[src/rtl/dcd_pkg.sv]
// Shared types and constants for the detection cluster dispatcher.
package dcd_pkg;
	localparam int MaxClusters = 64;
	localparam int MaxDrones = 16;
	localparam int CIdxW = 6;
	localparam int CntW = 7;
	localparam int DIdxW = 4;

	localparam logic [1:0] ACT_DETECT = 2'd0;
	localparam logic [1:0] ACT_STATUS = 2'd1;
	localparam logic [1:0] ACT_TICK   = 2'd2;

	localparam logic [1:0] MODE_UNKNOWN = 2'd0;
	localparam logic [1:0] MODE_IDLE    = 2'd1;
	localparam logic [1:0] MODE_BUSY    = 2'd2;
	localparam logic [1:0] MODE_ABSENT  = 2'd3;

	localparam logic [2:0] KIND_NONE     = 3'd0;
	localparam logic [2:0] KIND_MERGED   = 3'd1;
	localparam logic [2:0] KIND_NEW      = 3'd2;
	localparam logic [2:0] KIND_DROPPED  = 3'd3;
	localparam logic [2:0] KIND_IGNORED  = 3'd4;
	localparam logic [2:0] KIND_DISPATCH = 3'd5;

	localparam logic [1:0] REG_ACTIVE  = 2'd0;
	localparam logic [1:0] REG_RADIUS  = 2'd1;
	localparam logic [1:0] REG_TIMEOUT = 2'd2;

	localparam logic [16:0] TickMax = 17'h1FFFF;

	typedef enum logic [3:0] {
		ST_IDLE, ST_DECIDE, ST_SCAN_RD, ST_SCAN_CMP, ST_SCAN_ACC,
		ST_APPLY, ST_FETCH, ST_FETCH_WAIT, ST_OUT
	} state_t;

	typedef struct packed {
		logic scan_start;   // clear scan pointer/best
		logic scan_rd;      // issue read at scan pointer, advance
		logic scan_cmp;     // register squared terms / product
		logic scan_acc;     // fold into best
		logic dispatch;     // scan mode: 1 = dispatch score
		logic apply;        // write detection outcome
		logic fetch;        // read chosen entry
		logic out_load;     // load output register
	} cmd_t;

	typedef struct packed {
		logic scan_done;
		logic table_empty;
	} stat_t;

	typedef struct packed {
		logic [2:0] kind;
		logic [5:0] cluster_index;
		logic [15:0] hits;
		logic signed [23:0] best_x;
		logic signed [23:0] best_y;
		logic signed [23:0] best_z;
		logic [15:0] best_confidence;
		logic [31:0] best_tag;
	} result_t;
endpackage

[src/rtl/dcd_ctrl.sv]
// Sequencer for detection, status and tick requests.
module dcd_ctrl (
	input  logic clk,
	input  logic arst_n,
	input  logic start,
	input  logic [1:0] action,
	input  logic dispatched,
	input  logic dispatch_due,
	input  logic out_free,
	input  dcd_pkg::stat_t stat,
	output dcd_pkg::cmd_t cmd,
	output logic busy
);
	dcd_pkg::state_t state_q, state_d;
	logic disp_q;

	always_ff @(posedge clk or negedge arst_n) begin
		if (!arst_n) begin
			state_q <= dcd_pkg::ST_IDLE;
			disp_q <= 1'b0;
		end else begin
			state_q <= state_d;
			if (state_q == dcd_pkg::ST_DECIDE)
				disp_q <= (action == dcd_pkg::ACT_TICK);
		end
	end

	always_comb begin
		state_d = state_q;
		case (state_q)
			dcd_pkg::ST_IDLE: if (start) state_d = dcd_pkg::ST_DECIDE;
			dcd_pkg::ST_DECIDE: begin
				if (action == dcd_pkg::ACT_DETECT && !dispatched)
					state_d = stat.table_empty ? dcd_pkg::ST_APPLY : dcd_pkg::ST_SCAN_RD;
				else if (action == dcd_pkg::ACT_TICK && dispatch_due)
					state_d = dcd_pkg::ST_SCAN_RD;
				else
					state_d = dcd_pkg::ST_OUT;
			end
			dcd_pkg::ST_SCAN_RD: state_d = dcd_pkg::ST_SCAN_CMP;
			dcd_pkg::ST_SCAN_CMP: state_d = dcd_pkg::ST_SCAN_ACC;
			dcd_pkg::ST_SCAN_ACC: begin
				if (!stat.scan_done) state_d = dcd_pkg::ST_SCAN_RD;
				else if (disp_q) state_d = dcd_pkg::ST_FETCH;
				else state_d = dcd_pkg::ST_APPLY;
			end
			dcd_pkg::ST_APPLY: state_d = dcd_pkg::ST_FETCH;
			dcd_pkg::ST_FETCH: state_d = dcd_pkg::ST_FETCH_WAIT;
			dcd_pkg::ST_FETCH_WAIT: state_d = dcd_pkg::ST_OUT;
			dcd_pkg::ST_OUT: if (out_free) state_d = dcd_pkg::ST_IDLE;
			default: state_d = dcd_pkg::ST_IDLE;
		endcase
	end

	always_comb begin
		cmd = '0;
		cmd.dispatch = disp_q;
		busy = (state_q != dcd_pkg::ST_IDLE);
		case (state_q)
			dcd_pkg::ST_DECIDE: begin
				cmd.scan_start = 1'b1;
				cmd.dispatch = (action == dcd_pkg::ACT_TICK);
			end
			dcd_pkg::ST_SCAN_RD: cmd.scan_rd = 1'b1;
			dcd_pkg::ST_SCAN_CMP: cmd.scan_cmp = 1'b1;
			dcd_pkg::ST_SCAN_ACC: cmd.scan_acc = 1'b1;
			dcd_pkg::ST_APPLY: cmd.apply = 1'b1;
			dcd_pkg::ST_FETCH: cmd.fetch = 1'b1;
			dcd_pkg::ST_OUT: cmd.out_load = out_free;
			default: ;
		endcase
	end
endmodule

[config.mk]
export PLATFORM = sky130hd
export DESIGN_NAME = dcd_ctrl
export DESIGN_NICKNAME = d
export VERILOG_FILES = /design/src/rtl/dcd_pkg.sv /design/src/rtl/dcd_ctrl.sv
export SDC_FILE = /design/constraint.sdc
export NUM_CORES = 1
export LEC_CHECK = 0
export BUFFER_PORTS_ARGS = -buffer_cell sky130_fd_sc_hd__buf_2
export CORE_AREA = 3 3 40 42
export CTS_BUF_LIST = sky130_fd_sc_hd__clkbuf_16
export DETAILED_ROUTE_END_ITERATION = 16
export DIE_AREA = 0 0 43 45
export PLACE_DENSITY = 0.63
export SLEW_MARGIN = 5
export SYNTH_ARGS = -nofsm -noshare
export SYNTH_HDL_FRONTEND = slang
export SYNTH_SLANG_ARGS = --single-unit
[constraint.sdc]
create_clock -name clk -period 1.42 [get_ports clk]
set_input_delay 0.071 -clock clk [delete_from_list [all_inputs] [get_ports clk]]
set_output_delay 0.071 -clock clk [all_outputs]
set_load 0.01 [all_outputs]
==> results of run 1 <==
timing repair:
action,4_1_cts,5_1_grt
pin swaps,3,4
hold buffers,1,0
hold endpoints to repair,5,0
setup endpoints to repair,5,8
setup buffers,2,3
gates resized for setup,8,9
placed cells by master, fill, tap and decap left out:
cell type      instances
nand2b_1               3
o221ai_1               1
or4b_4                 1
dfrtp_1                5
clkinv_8               1
a221oi_2               1
o221ai_2               1
nand2_2                2
a21oi_1                1
nor3_4                 1
o32ai_4                1
nor2_1                 3
and3_1                 1
o21ai_0                1
or2_1                  1
a31o_2                 1
dlygate4sd3_1          1
o21a_1                 1
nor3b_2                1
buf_12                 1
nor3_1                 3
buf_2                 17
or2_4                  1
nand2b_4               1
nand3b_1               1
inv_1                  2
o21ai_2                1
nand2_1                2
or3_1                  1
clkbuf_16              3
nand3_1                1
buf_6                  4
buf_4                  5
nor4_1                 1
clkinv_2               1
nor4b_2                1
flip-flops by register name (all words and copies together) (netlist names):
register,cells
state_q,4
disp_q,1
worst register-to-register path, stage by stage, from the launching register on:
cell      delay, ps
dfrtp_1         360
or4b_4          580
buf_12          170
clkinv_8         40
nand2_2          40
a221oi_2        210
path summary, 6_finish.rpt:
| kind | startpoint | endpoint | slack [ps] | cells after the start |
|---|---|---|---|---|
| max in group asynchronous | arst_n | state_q[0] | 1090 | 2 |
| setup reg to reg | state_q[2] | state_q[0] | -70 | 5 |
| hold / removal | start | state_q[0] | 90 | 3 |
| setup / recovery | state_q[2] | cmd[3] | -120 | 3 |
| hold reg to reg | disp_q | disp_q | 500 | 2 |
| min in group asynchronous | arst_n | disp_q | 190 | 2 |
synthesized netlist by cell type:
cell type and n:
nor3b_1 1, nor4_1 1, nor4b_2 1, clkinv_2 1, o221ai_1 2, o21ai_0 1, nor2_1 3, buf_6 1
nand2_1 3, a21oi_1 1, or2_1 2, a221oi_2 1, nand2b_1 4, nand3b_1 1, nand3_1 1, o21ai_1 1
and3_1 1, a31o_2 1, dfrtp_1 5, o32ai_1 1, or4b_4 1, inv_1 2, nand2_2 1, o21a_1 1
clkbuf_1 1, or3_1 1, buf_2 1, nor3_1 4
through the flow:
stage / setup slack [ps] / hold slack [ps]
2_1_floorplan: -15.8 / -225
5_1_grt: -166 / 98.0
6_report: -118 / 90.9
3_5_place_dp: 37.8 / -111
3_3_place_gp: 37.1 / -112
4_1_cts: -137 / 90.4
per-layer routing:
layer / global-route usage / wire [um]
met1: 0.151 / 479
met2: 0.240 / 599
met3: 0.0120 / 61
met4: 0.108 / 32
met5: 0 / 0
cell families after synthesis:
logic type,count (synthesis),share of synthesized area
AOI/OAI and AO/OA,9,0.189
and+or+nand+nor,25,0.401
DFF,5,0.326
buffers and inverters,6,0.0847
final cells by class:
type | instances | share of cell area
well taps | 15 | 0.0257
clock inverters | 1 | 0.00686
repair buffers | 28 | 0.271
flip-flops and latches | 5 | 0.172
multi-input cells | 34 | 0.389
clock buffers | 3 | 0.103
inverters | 3 | 0.0326
power breakdown:
group	leakage (nW)	total [mW]	internal, mW	switching (mW)
clock network	0.0409	0.461	0.368	0.0928
logic	0.233	1.05	0.571	0.476
registers	0.0656	0.243	0.203	0.0402
==> flow_summary.json, run 1 <==
{
  "final_layout_size_suffix_gt1_frac": 0.608,
  "power_mw": 1.75,
  "synthesis.area_um2": 384,
  "synth-seq-cells": 5,
  "slowest_stage": "or4b_4",
  "ys_seq_area_frac": 0.326,
  "p_per_area_mw_per_mm2": 2400,
  "cp.required_ps": 1350,
  "grt_pass1_wl_um": 1950,
  "tritoncts": "done",
  "worstPathMaxFanout": 3,
  "antenna_found_initial": 0,
  "fin_skew_ps": 0.340,
  "crit_path_max_incr_delay_ps": 580,
  "finalWorstSetupSlack_ps": -118,
  "critical-path-top-delay-family": "simple AND/OR/NAND/NOR gates",
  "syn_to_final_growth_pct": 89.9,
  "cts_buffers": 3,
  "setup_violations": 4,
  "gp_congestion": 0.756,
  "avgSynthCellArea_um2": 8.54,
  "multi_input_area_um2": 284,
  "maxSlewHeadroom": 0.775,
  "violations": "negative setup slack",
  "ant_nets": 0,
  "timing.final.hold_violations": 0,
  "synth_top_area_frac": 0.326,
  "first_iter_violations": 0,
  "drc_errors": 0,
  "ir_worst_vdd_v": 0.00118,
  "nets": 85,
  "tns_ps": -381,
  "core-area_mm2": 0.00128,
  "grtUsageTotal": 0.136,
  "dieArea_mm2": 0.00194,
  "die_y_um": 45,
  "fillers": 114,
  "synth_cells": 45,
  "tightest_slew_ps": 337,
  "power.leakage_nw": 0.340,
  "cp_num_buf_inv": 1,
  "clock-sinks": 5,
  "stdcell_count": 89,
  "ys_types": 28,
  "status": "finished, violations left",
  "hpwl_um": 772,
  "critPathKind": "reg -> out",
  "grt_pass1_vias": 440,
  "syn_nets": 55,
  "finalInstanceArea_um2": 729,
  "cp_cell_sequence": "or4b_4 -> o21ai_2 -> buf_2",
  "yosysWarnings": 0,
  "grt-ovfl-total": 0,
  "dp.cells": 80,
  "wl_per_cell_um": 13.2,
  "routed_wl_um": 1170,
  "first_pass_iters": 1,
  "clk_pin_slew_worst_paths_ps": 30,
  "via_per_inst": 5.01,
  "route.vias.total": 446,
  "start_util": 0.299,
  "min_period_over_period": 1.08,
  "rows": 13,
  "worstHoldPathType": "in -> reg",
  "rsz0062_at_grt": "yes",
  "fmax_mhz": 650,
  "clk_latency_ps": 230,
  "fin_crit_ps": 1540,
  "post_dp_cell_area_um2": 514,
  "die_x_um": 43,
  "grt_max_degree": 11,
  "cts_buffer_depth": 2,
  "ioPinCount": 19,
  "endpoint_kind": "primary output",
  "drv_cap": 0,
  "diodes": 0,
  "cts_htree_levels": 1,
  "synth_largest_area_cell": "dfrtp_1",
  "cts_root_buf": "clkbuf_16",
  "drv_slew": 0,
  "synth.top_cells.by_area": "dfrtp_1 (33%), nand2b_1 (6.5%), nor3_1 (5.2%), o221ai_1 (4.6%), a221oi_2 (3.9%)",
  "final_util": 0.568,
  "cp-start-kind": "flip-flop",
  "seqCellArea_um2": 125,
  "critPathArrivalTime_ps": 1470,
  "io_buffer_count": 18
}
No activity file was read; power rests on OpenSTA's default activity.
==> run 2, diff against run 1 <==
Settings changed: PLACE_DENSITY 0.63 to 0.61.
Clock period 1.42 ns to 1.6 ns, I/O delays scaled along.
==> flow_summary.json, run 2 (synthesis results as in run 1) <==
{
  "clk_latency_ps": 230,
  "tritoncts": "done",
  "clockPowerShare": 0.319,
  "stdcell_count": 84,
  "cp-start-kind": "flip-flop",
  "wl_per_cell_um": 12.0,
  "setup_violations": 0,
  "hpwl_um": 759,
  "seqCellArea_um2": 126,
  "ant_nets": 0,
  "worstHoldPathType": "in -> reg",
  "rsz0062_at_grt": "no",
  "fin_skew_ps": 0.333,
  "timing.final.hold_violations": 0,
  "grtUsageTotal": 0.120,
  "cts_root_buf": "clkbuf_16",
  "maxSlewHeadroom": 0.747,
  "via_per_inst": 4.90,
  "critPathArrivalTime_ps": 1480,
  "antenna_found_initial": 0,
  "core-area_mm2": 0.00128,
  "p_comb_frac": 0.504,
  "layout_commonest_cell": "buf_2",
  "io_buffer_count": 18,
  "seqPwrFrac": 0.178,
  "fillers": 118,
  "route.vias.total": 412,
  "first_pass_iters": 4,
  "largest_reg_flops": 4,
  "p_per_area_mw_per_mm2": 2040,
  "ioPinCount": 19,
  "nets": 80,
  "switching_share": 0.346,
  "drc_errors": 0,
  "grt_pass1_vias": 355,
  "grt-ovfl-total": 0,
  "cp.required_ps": 1520,
  "layout_common_cells": "buf_2 (16), nand2b_1 (4), nor3_1 (4), dfrtp_1 (4)",
  "power.leakage_nw": 0.297,
  "die_x_um": 43,
  "multi_input_area_um2": 243,
  "clk_pin_slew_worst_paths_ps": 30,
  "reg_top3": "state_q (4), disp_q (1)",
  "rows": 13,
  "clock-sinks": 5,
  "final_layout_size_suffix_gt1_frac": 0.507,
  "dp.cells": 78,
  "grt_pass1_wl_um": 1570,
  "drv_cap": 0,
  "min_period_over_period": 0.974,
  "critPathKind": "reg -> out",
  "cts_buffer_depth": 2,
  "largest_register": "state_q",
  "fin_crit_ps": 1560,
  "die_y_um": 45,
  "timing.hold.ws_ps": 89.5,
  "cts_htree_levels": 1,
  "cts_buffers": 3,
  "tightest_slew_ps": 378,
  "p_sw_mw": 0.442,
  "worstPathMaxFanout": 3,
  "status": "completed",
  "diodes": 0,
  "dieArea_mm2": 0.00194,
  "fmax_mhz": 642,
  "routed_wl_um": 1010,
  "ir_worst_vdd_v": 0.000823,
  "start_util": 0.299,
  "syn_to_final_growth_pct": 62.9,
  "endpoint_kind": "primary output",
  "p_int_mw": 0.836,
  "first_iter_violations": 3,
  "tns_ps": 0,
  "gp_congestion": 0.748,
  "grt_max_degree": 11,
  "drv_slew": 0
}
run 2: layer usage:
layer,up-vias,wire length [um],GRT usage
met5,-,0,0
met4,0,32,0.127
met3,4,76,0.0359
met2,18,444,0.165
met1,176,452,0.141
li1,214,-,-
run 2: path summary, 6_finish.rpt:
check / start / end / depth (start not counted) / slack, ps
worst max-delay path: state_q[1] / cmd[7] / 4 / 40
worst min-delay path: start / state_q[0] / 3 / 90
worst max register to register: state_q[1] / state_q[0] / 5 / 90
worst min register to register: disp_q / disp_q / 2 / 510
max in group asynchronous: arst_n / state_q[0] / 2 / 1250
min in group asynchronous: arst_n / disp_q / 2 / 200
run 2: power groups by stage:
stage          clock network, mW  logic (mW)  registers [mW]
2_1_floorplan                  0       0.384           0.208
3_3_place_gp                   0       0.520           0.222
3_5_place_dp                   0       0.528           0.223
4_1_cts                    0.412       0.543           0.224
5_1_grt                    0.419       0.714           0.233
6_report                   0.407       0.644           0.227
run 2: layout make-up:
cell class | instances | share of cell area
sequential | 5 | 0.202
inverter | 3 | 0.0200
timing repair buffer | 23 | 0.234
multi-input combinational | 34 | 0.388
tap | 15 | 0.0300
clock inverter | 1 | 0.00600
clock buffer | 3 | 0.120
run 2: critical path: stages (launching register included):
cell	delay [ps]
dfrtp_1	370
or4b_4	580
buf_6	150
clkinv_2	50
buf_6	90
run 2: metrics by stage:
step / util / area [um^2] / total power [mW] / setup WS (ps)
2_1_floorplan: - / 384 / 0.592 / 140
3_5_place_dp: 0.386 / 495 / 0.751 / 201
3_3_place_gp: 0.386 / 495 / 0.741 / 214
4_1_cts: 0.459 / 589 / 1.18 / 18.8
5_1_grt: 0.487 / 626 / 1.37 / 8.31
6_report: 0.487 / 626 / 1.28 / 41.5
run 2: what timing repair did:
item | CTS | global route
endpoints found under the hold margin | 5 | 0
pin swaps | 0 | 2
gates resized for setup | 2 | 6
buffers inserted | 0 | 1
hold buffers | 1 | 0
endpoints found under the setup margin | 1 | 2
